`config.mk`:
```
export PLATFORM = sky130hd
export DESIGN_NAME = ata_disk_register_controller_unit
export DESIGN_NICKNAME = d
export VERILOG_FILES = /design/src/hdl/adrc_pkg.sv /design/src/hdl/adrc_mul.sv /design/src/hdl/ata_disk_register_controller_unit.sv
export SDC_FILE = /design/constraint.sdc
export NUM_CORES = 1
export LEC_CHECK = 0
export BUFFER_PORTS_ARGS = -buffer_cell sky130_fd_sc_hd__buf_2
export CORE_ASPECT_RATIO = 1.1
export CORE_MARGIN = 10
export CORE_UTILIZATION = 60
export DETAILED_ROUTE_END_ITERATION = 12
export GPL_ROUTABILITY_DRIVEN = 0
export GPL_TIMING_DRIVEN = 1
export MAX_ROUTING_LAYER = met4
export PLACE_DENSITY = 0.8
export SYNTH_ARGS = -nofsm -noshare
export SYNTH_HDL_FRONTEND = slang
export SYNTH_HIERARCHICAL = 1
export SYNTH_SLANG_ARGS = --single-unit
```
`constraint.sdc`:
```
create_clock -name clk -period 11.3 [get_ports clk]
set_input_delay 1.695 -clock clk [delete_from_list [all_inputs] [get_ports clk]]
set_output_delay 1.695 -clock clk [all_outputs]
set_load 0.01 [all_outputs]
```
`src/hdl/adrc_pkg.sv`:
```
// shared types, constants and tables of the ata register controller
package adrc_pkg;

  localparam int SectorBytesDefault = 512;

  localparam logic [7:0] StErr  = 8'h01;
  localparam logic [7:0] StDrq  = 8'h08;
  localparam logic [7:0] StIdle = 8'h50;
  localparam logic [7:0] ErAbrt = 8'h04;
  localparam logic [7:0] ErIdnf = 8'h10;

  localparam logic [3:0] RegData   = 4'd0;
  localparam logic [3:0] RegError  = 4'd1;
  localparam logic [3:0] RegCount  = 4'd2;
  localparam logic [3:0] RegSector = 4'd3;
  localparam logic [3:0] RegCylLo  = 4'd4;
  localparam logic [3:0] RegCylHi  = 4'd5;
  localparam logic [3:0] RegDrvHd  = 4'd6;
  localparam logic [3:0] RegCmd    = 4'd7;
  localparam logic [3:0] RegDataHi = 4'd8;

  localparam logic [2:0] CfgPresent = 3'd0;
  localparam logic [2:0] CfgCyl0    = 3'd1;
  localparam logic [2:0] CfgHeads0  = 3'd2;
  localparam logic [2:0] CfgSec0    = 3'd3;
  localparam logic [2:0] CfgCyl1    = 3'd4;
  localparam logic [2:0] CfgHeads1  = 3'd5;
  localparam logic [2:0] CfgSec1    = 3'd6;

  localparam logic [7:0] CmdVerify0 = 8'h40;
  localparam logic [7:0] CmdVerify1 = 8'h41;
  localparam logic [7:0] CmdInit    = 8'h91;
  localparam logic [7:0] CmdIdent   = 8'hEC;
  localparam logic [3:0] CmdRecal   = 4'h1;
  localparam logic [3:0] CmdSeek    = 4'h7;

  typedef enum logic [3:0] {
    ST_IDLE,
    ST_DECODE,
    ST_CAP0,
    ST_CAP1,
    ST_LBA0,
    ST_LBA1,
    ST_IDW0,
    ST_IDW1,
    ST_DONE
  } state_t;

  // space padded identify strings, first char of a pair in the high byte
  function automatic logic [15:0] id_text(input logic [5:0] w);
    logic [7:0] h;
    logic [7:0] l;
    h = 8'h20;
    l = 8'h20;
    case (w)
      6'd10: begin h = "0"; l = "0"; end
      6'd11: begin h = "0"; l = "0"; end
      6'd12: begin h = "0"; l = "0"; end
      6'd13: begin h = "0"; l = "0"; end
      6'd14: begin h = "0"; l = "1"; end
      6'd23: begin h = "1"; l = "."; end
      6'd24: begin h = "0"; l = " "; end
      6'd27: begin h = "A"; l = "T"; end
      6'd28: begin h = "A"; l = " "; end
      6'd29: begin h = "P"; l = "I"; end
      6'd30: begin h = "O"; l = " "; end
      6'd31: begin h = "D"; l = "I"; end
      6'd32: begin h = "S"; l = "K"; end
      default: begin h = 8'h20; l = 8'h20; end
    endcase
    return {h, l};
  endfunction

endpackage

```
`src/hdl/adrc_mul.sv`:
```
// shared 34x16 multiplier with registered product
module adrc_mul import adrc_pkg::*; (
  input  logic        clk,
  input  logic [33:0] a,
  input  logic [15:0] b,
  output logic [49:0] p
);
  // one product a cycle, shared by the steps of the sequencer
  always_ff @(posedge clk) begin
    p <= 50'(a[16:0] * b) + (50'(a[33:17] * b) << 17);
  end
endmodule

```
`src/hdl/ata_disk_register_controller_unit.sv`:
```
// ata task-file register controller top level
// One bus access enters on the input channel (kind, reg_select, write_data)
// and yields one word on the output channel (read_data, zero for writes).
// Configuration writes come through cfg_valid/cfg_ready with cfg_index and
// cfg_data while the block is idle; a write to a heads or sectors register
// also reloads that drive's translated geometry.
// Each access runs through a short sequencer around one shared multiplier.
// A plain register access runs ST_DECODE then ST_DONE; a read verify runs
// ST_DECODE, ST_CAP0, ST_CAP1, ST_LBA0, ST_LBA1, ST_DONE (two products for
// the capacity, two for the CHS to LBA chain); a data read during identify
// runs ST_DECODE, ST_CAP0, ST_IDW0, ST_IDW1, ST_DONE (two products for the
// capacity words, one for bytes per track).
// The block takes no new access until its result has been taken, so a
// stalled receiver holds the result in the output register and holds ready
// low. Reset clears task file, status to ready and seek complete, geometry
// to 1024 cylinders, 16 heads, 63 sectors, and leaves all drives absent.
module ata_disk_register_controller_unit import adrc_pkg::*; #(
  parameter int SECTOR_BYTES = SectorBytesDefault
) (
  input  logic       clk,
  input  logic       rst,
  input  logic       in_valid,
  output logic       in_ready,
  input  logic       kind,
  input  logic [3:0] reg_select,
  input  logic [7:0] write_data,
  output logic       out_valid,
  input  logic       out_ready,
  output logic [7:0] read_data,
  input  logic       cfg_valid,
  output logic       cfg_ready,
  input  logic [2:0] cfg_index,
  input  logic [15:0] cfg_data
);
  localparam int IdxW = $clog2(SECTOR_BYTES);
  localparam logic [15:0] SecBytes16 = 16'(SECTOR_BYTES);

  state_t state, state_next;

  logic [1:0]  present;
  logic [15:0] cyl  [2];
  logic [4:0]  heads[2];
  logic [7:0]  secs [2];
  logic [4:0]  th   [2];
  logic [7:0]  ts   [2];
  logic [7:0]  scnt, snum, cyllo, cylhi, drvhd, status, err;
  logic [IdxW-1:0] tidx;
  logic [13:0] snap;

  logic       a_kind;
  logic [3:0] a_reg;
  logic [7:0] a_data;
  logic [7:0] rdat;
  logic [33:0] cap;
  logic [33:0] mul_a;
  logic [15:0] mul_b;
  logic [49:0] mul_p;

  adrc_mul u_mul (.clk(clk), .a(mul_a), .b(mul_b), .p(mul_p));

  logic d;
  assign d = drvhd[4];
  logic sd;
  assign sd = snap[13];
  logic [3:0] hd;
  assign hd = drvhd[3:0];

  // command classes
  logic is_cmd, is_verify, is_data_rd;
  assign is_cmd = a_kind && a_reg == RegCmd && present[d];
  assign is_verify = is_cmd && (a_data == CmdVerify0 || a_data == CmdVerify1);
  assign is_data_rd = !a_kind && (a_reg == RegData || a_reg == RegDataHi) &&
                      status[3];

  // chs range checks that need no product
  logic chs_bad;
  assign chs_bad = (snum == 8'd0) || ({1'b0, hd} >= th[d]) || (snum > ts[d]);

  // multiplier operand select
  always_comb begin
    mul_a = '0;
    mul_b = '0;
    case (state)
      ST_DECODE: begin
        if (is_verify) begin
          mul_a = 34'(cyl[d]);
          mul_b = 16'(heads[d]);
        end else begin
          mul_a = 34'(cyl[sd]);
          mul_b = 16'(heads[sd]);
        end
      end
      ST_CAP0: begin
        mul_a = 34'(mul_p[21:0]);
        mul_b = is_verify ? 16'(secs[d]) : 16'(secs[sd]);
      end
      ST_CAP1: begin
        mul_a = 34'({cylhi, cyllo});
        mul_b = 16'(th[d]);
      end
      ST_LBA0: begin
        mul_a = 34'(mul_p[21:0]) + 34'(hd);
        mul_b = 16'(ts[d]);
      end
      ST_IDW0: begin
        mul_a = 34'(secs[sd]);
        mul_b = SecBytes16;
      end
      default: begin
        mul_a = '0;
        mul_b = '0;
      end
    endcase
  end

  // next state
  always_comb begin
    state_next = state;
    case (state)
      ST_IDLE:   if (in_valid) state_next = ST_DECODE;
      ST_DECODE: begin
        if (is_verify) state_next = ST_CAP0;
        else if (is_data_rd) state_next = ST_CAP0;
        else state_next = ST_DONE;
      end
      ST_CAP0:   state_next = is_verify ? ST_CAP1 : ST_IDW0;
      ST_CAP1:   state_next = ST_LBA0;
      ST_LBA0:   state_next = ST_LBA1;
      ST_LBA1:   state_next = ST_DONE;
      ST_IDW0:   state_next = ST_IDW1;
      ST_IDW1:   state_next = ST_DONE;
      ST_DONE:   if (out_ready) state_next = ST_IDLE;
      default:   state_next = ST_IDLE;
    endcase
  end

  // handshake outputs
  always_comb begin
    in_ready  = (state == ST_IDLE);
    cfg_ready = (state == ST_IDLE) && !in_valid;
    out_valid = (state == ST_DONE);
  end
  assign read_data = rdat;

  // identify word lookup
  logic [5:0]  wi;
  logic [15:0] idw;
  logic [15:0] bpt;
  assign bpt = mul_p[15:0];
  assign wi = 6'(tidx[IdxW-1:1]);
  always_comb begin
    idw = 16'h0;
    if (tidx[IdxW-1:1] < 47) begin
      if ((wi >= 6'd10 && wi < 6'd20) || (wi >= 6'd23 && wi < 6'd47)) idw = id_text(wi);
      else begin
        case (wi)
          6'd0:  idw = 16'h0040;
          6'd1:  idw = cyl[sd];
          6'd3:  idw = 16'(heads[sd]);
          6'd4:  idw = bpt;
          6'd5:  idw = SecBytes16;
          6'd6:  idw = 16'(secs[sd]);
          6'd20: idw = 16'd3;
          6'd21: idw = 16'd1;
          6'd22: idw = 16'd4;
          default: idw = 16'h0;
        endcase
      end
    end else begin
      case (tidx[IdxW-1:1])
        (IdxW-1)'(49): idw = 16'h0200;
        (IdxW-1)'(51): idw = 16'h0200;
        (IdxW-1)'(53): idw = 16'd1;
        (IdxW-1)'(54): idw = cyl[sd];
        (IdxW-1)'(55): idw = 16'(snap[4:0]);
        (IdxW-1)'(56): idw = 16'(snap[12:5]);
        (IdxW-1)'(57), (IdxW-1)'(60): idw = cap[15:0];
        (IdxW-1)'(58), (IdxW-1)'(61): idw = cap[31:16];
        default: idw = 16'h0;
      endcase
    end
  end

  logic [27:0] lba_reg;
  assign lba_reg = {hd, cylhi, cyllo, snum};

  // datapath registers
  always_ff @(posedge clk) begin
    if (rst) begin
      state <= ST_IDLE;
      present <= '0;
      for (int i = 0; i < 2; i++) begin
        cyl[i] <= 16'd1024;
        heads[i] <= 5'd16;
        secs[i] <= 8'd63;
        th[i] <= 5'd16;
        ts[i] <= 8'd63;
      end
      scnt <= '0; snum <= '0; cyllo <= '0; cylhi <= '0; drvhd <= '0;
      status <= StIdle;
      err <= '0;
      tidx <= '0;
      snap <= '0;
      rdat <= '0;
    end else begin
      state <= state_next;
      // configuration
      if (cfg_valid && cfg_ready) begin
        case (cfg_index)
          CfgPresent: present <= cfg_data[1:0];
          CfgCyl0:    cyl[0] <= cfg_data;
          CfgHeads0:  begin heads[0] <= cfg_data[4:0]; th[0] <= cfg_data[4:0]; end
          CfgSec0:    begin secs[0] <= cfg_data[7:0]; ts[0] <= cfg_data[7:0]; end
          CfgCyl1:    cyl[1] <= cfg_data;
          CfgHeads1:  begin heads[1] <= cfg_data[4:0]; th[1] <= cfg_data[4:0]; end
          CfgSec1:    begin secs[1] <= cfg_data[7:0]; ts[1] <= cfg_data[7:0]; end
          default: ;
        endcase
      end
      if (in_valid && in_ready) begin
        a_kind <= kind;
        a_reg <= reg_select;
        a_data <= write_data;
      end
      if (state == ST_CAP1) cap <= 34'(mul_p[33:0]);
      if (state == ST_IDW0) cap <= 34'(mul_p[33:0]);
      // finish the access
      case (state)
        ST_DECODE: begin
          if (a_kind) begin
            rdat <= 8'h0;
            case (a_reg)
              RegCount:  scnt <= a_data;
              RegSector: snum <= a_data;
              RegCylLo:  cyllo <= a_data;
              RegCylHi:  cylhi <= a_data;
              RegDrvHd:  drvhd <= a_data;
              RegCmd: begin
                if (present[d]) begin
                  if (a_data[7:4] == CmdRecal || a_data[7:4] == CmdSeek) begin
                    err <= '0; status <= StIdle;
                  end else if (is_verify) begin
                  end else if (a_data == CmdInit) begin
                    if (scnt == 8'd0) begin
                      err <= ErAbrt; status <= StIdle | StErr; tidx <= '0;
                    end else begin
                      th[d] <= 5'(hd) + 5'd1;
                      ts[d] <= scnt;
                      err <= '0; status <= StIdle;
                    end
                  end else if (a_data == CmdIdent) begin
                    snap <= {d, ts[d], th[d]};
                    tidx <= '0; err <= '0; status <= StIdle | StDrq;
                  end else begin
                    err <= ErAbrt; status <= StIdle | StErr; tidx <= '0;
                  end
                end
              end
              default: ;
            endcase
          end else begin
            case (a_reg)
              RegData, RegDataHi: rdat <= 8'h0;
              RegError:  rdat <= err;
              RegCount:  rdat <= scnt;
              RegSector: rdat <= snum;
              RegCylLo:  rdat <= cyllo;
              RegCylHi:  rdat <= cylhi;
              RegDrvHd:  rdat <= drvhd;
              RegCmd:    rdat <= present[d] ? status : 8'h0;
              default:   rdat <= 8'hFF;
            endcase
          end
        end
        ST_LBA1: begin
          if (drvhd[6] ? (34'(lba_reg) < cap)
                       : (!chs_bad && (34'(mul_p[33:0]) + 34'(snum) - 34'd1) < cap)) begin
            err <= '0; status <= StIdle;
          end else begin
            err <= ErIdnf; status <= StIdle | StErr; tidx <= '0;
          end
        end
        ST_IDW1: begin
          rdat <= tidx[0] ? idw[15:8] : idw[7:0];
          if (tidx == IdxW'(SECTOR_BYTES - 1)) begin
            tidx <= '0; status <= StIdle;
          end else begin
            tidx <= tidx + 1'b1;
          end
        end
        default: ;
      endcase
    end
  end

  // a stalled result stays valid and unchanged
  assert property (@(posedge clk) disable iff (rst)
    out_valid && !out_ready |=> out_valid && $stable(read_data))
    else $error("result changed under stall");
  assert property (@(posedge clk) disable iff (rst)
    in_valid && in_ready |=> !in_ready)
    else $error("accepted twice");
  assert property (@(posedge clk) disable iff (rst)
    !(in_ready && out_valid))
    else $error("ready while holding result");
endmodule
```
==> results of run 1 <==
area by class of cell:
class	instances	share of cell area, %
diodes	4	0.0306
clock buffers	40	2.63
clock inverters	12	0.498
inverters	553	6.36
multi-input cells	2491	66.0
flip-flops and latches	262	20.1
well taps	660	2.53
repair buffers	98	1.89
metrics by stage:
stage          total power (µW)  setup WS (ns)  hold WS (ns)  cells  util (%)
4_1_cts                    3650           1.60         0.458   4116      65.1
5_1_grt                    3930          0.947         0.462   4117      65.1
3_5_place_dp               2650           1.66         0.442   4064      63.1
6_report                   3690           1.45         0.458   4120      65.2
3_3_place_gp               2620           1.88         0.437   4064      63.1
2_1_floorplan              2270           2.55         0.428   3475         -
cell usage in the layout, fill, tap and decap left out, drive strengths merged, types with 33 or more instances in the layout:
| cell | instances |
|---|---|
| a211oi | 33 |
| dfxtp | 131 |
| ha | 298 |
| conb | 72 |
| inv | 554 |
| nand3 | 35 |
| clkbuf | 40 |
| nand2 | 389 |
| fa | 334 |
| a21oi | 147 |
| nor3 | 38 |
| a21o | 50 |
| mux2i | 112 |
| xnor2 | 56 |
| buf | 98 |
| edfxtp | 131 |
| and2 | 222 |
| o21ai | 128 |
| nor2 | 167 |
power by group:
| group | internal, µW | switching, µW | total [µW] |
|---|---|---|---|
| registers | 1060 | 74.6 | 1130 |
| logic | 620 | 937 | 1560 |
| clock network | 600 | 403 | 1000 |
| total | 2280 | 1410 | 3690 |
layer usage:
metal / vias up / part of all wire, % / GRT usage [%]
li1: 11229 / - / -
met1: 12338 / 35 / 34.6
met2: 1544 / 47 / 49.7
met3: 498 / 10 / 5.41
met4: 0 / 7.6 / 18.5
met5: - / 0 / -
worst paths after layout:
check,endpoint,slack (ns),depth (start not counted)
worst max-delay path,u_mul/p[33],1.45,30
worst min-delay path,cap[33],0.46,0
worst max register to register,u_mul/p[33],1.45,30
worst min register to register,cap[33],0.46,0
worst max-delay path: cells and delay by family, from the launching register on:
family	cells	cell delay, ns
AOI/OAI and AO/OA	7	1.84
and+or+nand+nor	5	1.15
muxes	2	0.71
xor gates and xnor gates	2	0.33
buffers and inverters	4	0.58
DFF	1	0.79
adders and majority gates	10	4.30
==> results.py, run 1 <==
metrics = {
    "status": {
        "status": "complete, no violations",
    },
    "floorplan": {
        "io_pins": 48,
        "die_area_um2": 60200,
        "core_um2": 50100,
        "start_util_pct": 60.8,
        "die_w_um": 235,
        "die_h_um": 256,
        "num_rows": 86,
    },
    "layout": {
        "fill_cells": 4076,
        "largestRegisters": "cap (34), u_mul/p (34), cyl (32)",
        "drive_gt1_share_pct": 5.96,
        "area_delta_synth_final_pct": 7.17,
        "nets": 4103,
        "stdcell_area_um2": 32700,
        "regArea_um2": 6560,
        "multi_input_area_um2": 21600,
    },
    "global_routing": {
        "overflow": 0,
        "grt_pass1_vias": 25396,
        "antenna_found_initial": 2,
        "grt_pass1_wl_um": 142000,
        "grtUsageTotal_pct": 30.5,
        "grt_max_degree": 53,
    },
    "cts": {
        "cts.sinks": 262,
        "cts_htree_levels": 1,
        "clk_pin_slew_ns": 0.07,
        "cts_tree": "built",
        "ctsResizeCount": 0,
        "clk_latency_ns": 0.59,
        "cts_max_path_buffers": 3,
        "root_buffer": "clkbuf_16",
        "cts_hold_buf": 0,
        "cts_buffers": 28,
        "cts_setup_buffers": 0,
    },
    "sta": {
        "slew_violations": 0,
        "fmax_mhz": 102,
        "fin_crit_ns": 9.85,
        "setup_viol": 0,
        "finClkSkew_ns": 0.0532,
        "period_share_pct": 87.1,
        "rsz0062_at_grt": "no",
        "slew_headroom_pct": 20.8,
        "tns_ns": 0,
        "hold_viol_final": 0,
        "tightest_slew_ns": 1.19,
    },
    "worst_setup_path": {
        "slowest_stage": "edfxtp_1",
        "startpoint": "a_reg[0]",
        "required_ns": 11.77,
        "cp_max_fo": 25,
        "endpoint_kind": "flip-flop",
        "crit_type": "flip-flop to flip-flop",
        "cp-start-kind": "flip-flop",
        "arrival_ns": 10.31,
        "path_common_cell": "fa_1",
        "cpPeakStageDelay_ns": 0.79,
        "worstReg2RegStart": "a_reg[0]",
    },
    "place": {
        "portBuffers": 47,
        "dpl_cell_area_um2": 31600,
        "dp_hpwl_um": 70600,
    },
    "flow_run": {
        "max_cap_violations": 0,
    },
    "route": {
        "drtAntennaViolNets": 0,
        "vias_per_cell": 6.22,
        "drt-total-wl_um": 90700,
        "drt_iter0_drc": 2951,
        "firstDrtPassIters": 8,
        "dr_total_vias": 25609,
        "wire_per_inst_um": 22.0,
        "drc_errors": 0,
    },
    "hold_path": {
        "min_from": "u_mul/p[33]",
        "hp-class": "flip-flop to flip-flop",
    },
    "power_and_ir_drop": {
        "p_per_area_nw_per_um2": 113,
        "ir_drop_uv": 158,
        "leakage_uw": 0.0156,
    },
    "logic_synthesis": {
        "synth_cells": 3404,
        "syn_area_per_cell_um2": 8.96,
        "syn_area_um2": 30500,
        "synth_warnings": 6,
    },
}
Power figures use the tool's default switching activity.
==> inputs of run 2 (changes only) <==
CORE_UTILIZATION = 35   (was 60)
PLACE_DENSITY = 0.53   (was 0.8)
==> results.py, run 2 (same netlist as run 1, synthesis figures left out) <==
metrics = {
    "floorplan": {
        "start_util_pct": 35.3,
        "die_h_um": 330,
        "core_um2": 86400,
        "num_rows": 113,
        "die_area_um2": 99300,
        "io_pins": 48,
        "die_w_um": 301,
    },
    "sta": {
        "finClkSkew_ns": 0.0117,
        "period_share_pct": 89.1,
        "setup_ws_ns": 1.24,
        "tightest_slew_ns": 1.18,
        "slew_violations": 0,
        "fmax_mhz": 99.4,
        "fin_crit_ns": 10.06,
        "slew_headroom_pct": 21.0,
        "tns_ns": 0,
        "rsz0062_at_grt": "no",
        "setup_viol": 0,
        "hold_viol_final": 0,
    },
    "route": {
        "firstDrtPassIters": 5,
        "dr_total_vias": 24354,
        "drt_iter0_drc": 1853,
        "drt-total-wl_um": 99100,
        "drc_errors": 0,
        "wire_per_inst_um": 21.4,
        "vias_per_cell": 5.27,
        "drtAntennaViolNets": 0,
    },
    "global_routing": {
        "grtUsageTotal_pct": 20.4,
        "grt_pass1_wl_um": 152000,
        "grt_max_degree": 58,
        "antenna_found_initial": 1,
        "overflow": 0,
        "grt_pass1_vias": 24478,
    },
    "worst_setup_path": {
        "required_ns": 11.82,
        "path_buf_inv": 6,
        "cp-start-kind": "flip-flop",
        "endpoint_kind": "flip-flop",
        "r2r_setup_slack_ns": 1.24,
        "slowest_stage": "o21ai_1",
        "cp_max_fo": 13,
        "cpPeakStageDelay_ns": 0.91,
        "r2r_cells": 40,
        "worstReg2RegStart": "drvhd[0]",
        "crit_family": "adder cells",
        "crit_type": "flip-flop to flip-flop",
        "rr_endpoint": "u_mul/p[32]",
        "arrival_ns": 10.59,
    },
    "cts": {
        "clk_pin_slew_ns": 0.06,
        "cts.sinks": 262,
        "cts_max_path_buffers": 3,
        "cts_buffers": 31,
        "clk_latency_ns": 0.60,
        "ctsResizeCount": 0,
        "cts_tree": "built",
        "cts_hold_buf": 0,
        "root_buffer": "clkbuf_16",
        "cts_setup_buffers": 0,
        "cts_htree_levels": 1,
    },
    "place": {
        "dpl_worst_slack_ns": 1.35,
        "dp_hpwl_um": 78200,
        "portBuffers": 47,
    },
    "power_and_ir_drop": {
        "swShare_pct": 38.9,
        "p_seq_share_pct": 30.6,
        "p_clk_share_pct": 27.7,
        "p_sw_uw": 1450,
        "internal_power_uw": 2270,
        "combPwrFrac_pct": 41.7,
        "leakage_uw": 0.0157,
        "ir_drop_uv": 115,
        "p_per_area_nw_per_um2": 111,
    },
    "hold_path": {
        "holdPathEnd": "cap[32]",
        "min_path_cells": 0,
        "min_from": "u_mul/p[32]",
        "hp-class": "flip-flop to flip-flop",
    },
    "flow_run": {
        "max_cap_violations": 0,
    },
    "layout": {
        "area_delta_synth_final_pct": 9.50,
        "largestRegisters": "cap (34), u_mul/p (34), cyl (32)",
        "layout_common_cells": "inv_1 (551), nand2_1 (388), fa_1 (334)",
        "drive_gt1_share_pct": 6.31,
        "fill_cells": 8817,
        "nets": 4113,
        "final_common_cell": "inv_1",
    },
    "status": {
        "status": "complete, no violations",
    },
}
[run 2: changes by cell type in the layout (fill, tap and decap cells not counted), sizes merged]
cell	previous run	this run
buf	98	105
bufinv	3	0
clkbuf	40	48
clkinv	6	9
clkinvlp	2	0
diode	4	2
[run 2: metrics by stage]
stage | area (µm²) | power [µW] | hold slack, ns | instances | utilization (%)
floorplan | 30800 | 2270 | 0.428 | 3475 | -
global placement | 32300 | 2670 | 0.460 | 4561 | 37.4
detailed placement | 32300 | 2670 | 0.461 | 4561 | 37.4
CTS | 33400 | 3710 | 0.475 | 4619 | 38.6
global route | 33400 | 3980 | 0.496 | 4620 | 38.6
finish | 33400 | 3720 | 0.479 | 4621 | 38.6
[run 2: power by group through the flow]
stage	registers (µW)	logic, µW	clock network (µW)
2_1_floorplan	1120	1150	0
3_3_place_gp	1160	1510	0
3_5_place_dp	1160	1520	0
4_1_cts	1140	1530	1040
5_1_grt	1140	1760	1080
6_report	1140	1550	1030
[run 2: how the worst max path moves through the flow]
stage,startpoint,end,depth (start not counted)
after CTS,drvhd[0],u_mul/p[32],40
after detailed placement,drvhd[0],u_mul/p[32],35
after global routing,drvhd[0],u_mul/p[32],37
after floorplan,drvhd[0],u_mul/p[32],36
after global placement,drvhd[0],u_mul/p[32],34
final,drvhd[0],u_mul/p[32],40
[run 2: metal layers]
layer	vias up	routed length, µm	track usage, %
met5	-	0	-
met2	701	48600	34.3
li1	11258	-	-
met4	0	3790	7.02
met1	12241	42000	25.6
met3	154	4700	1.60
[run 2: area by class of cell]
cell class	instances	area, µm²	area share (%)
Antenna cell	2	5.00	0.0150
Clock buffer	48	973	2.92
Inverter	553	2080	6.23
Clock inverter	10	70.1	0.210
Multi-Input combinational cell	2491	21600	64.6
Tap cell	1150	1440	4.31
Sequential cell	262	6560	19.6
Timing Repair Buffer	105	686	2.05
[run 2: worst register-to-register path, delay by kind of cell, from the launching register on]
kind / cells / cell delay, ns
compound gates: 13 / 2.77
xor+xnor: 2 / 0.27
fa+ha+maj: 11 / 4.13
buf+inv: 6 / 0.27
flops: 1 / 0.65
simple gates: 8 / 1.91
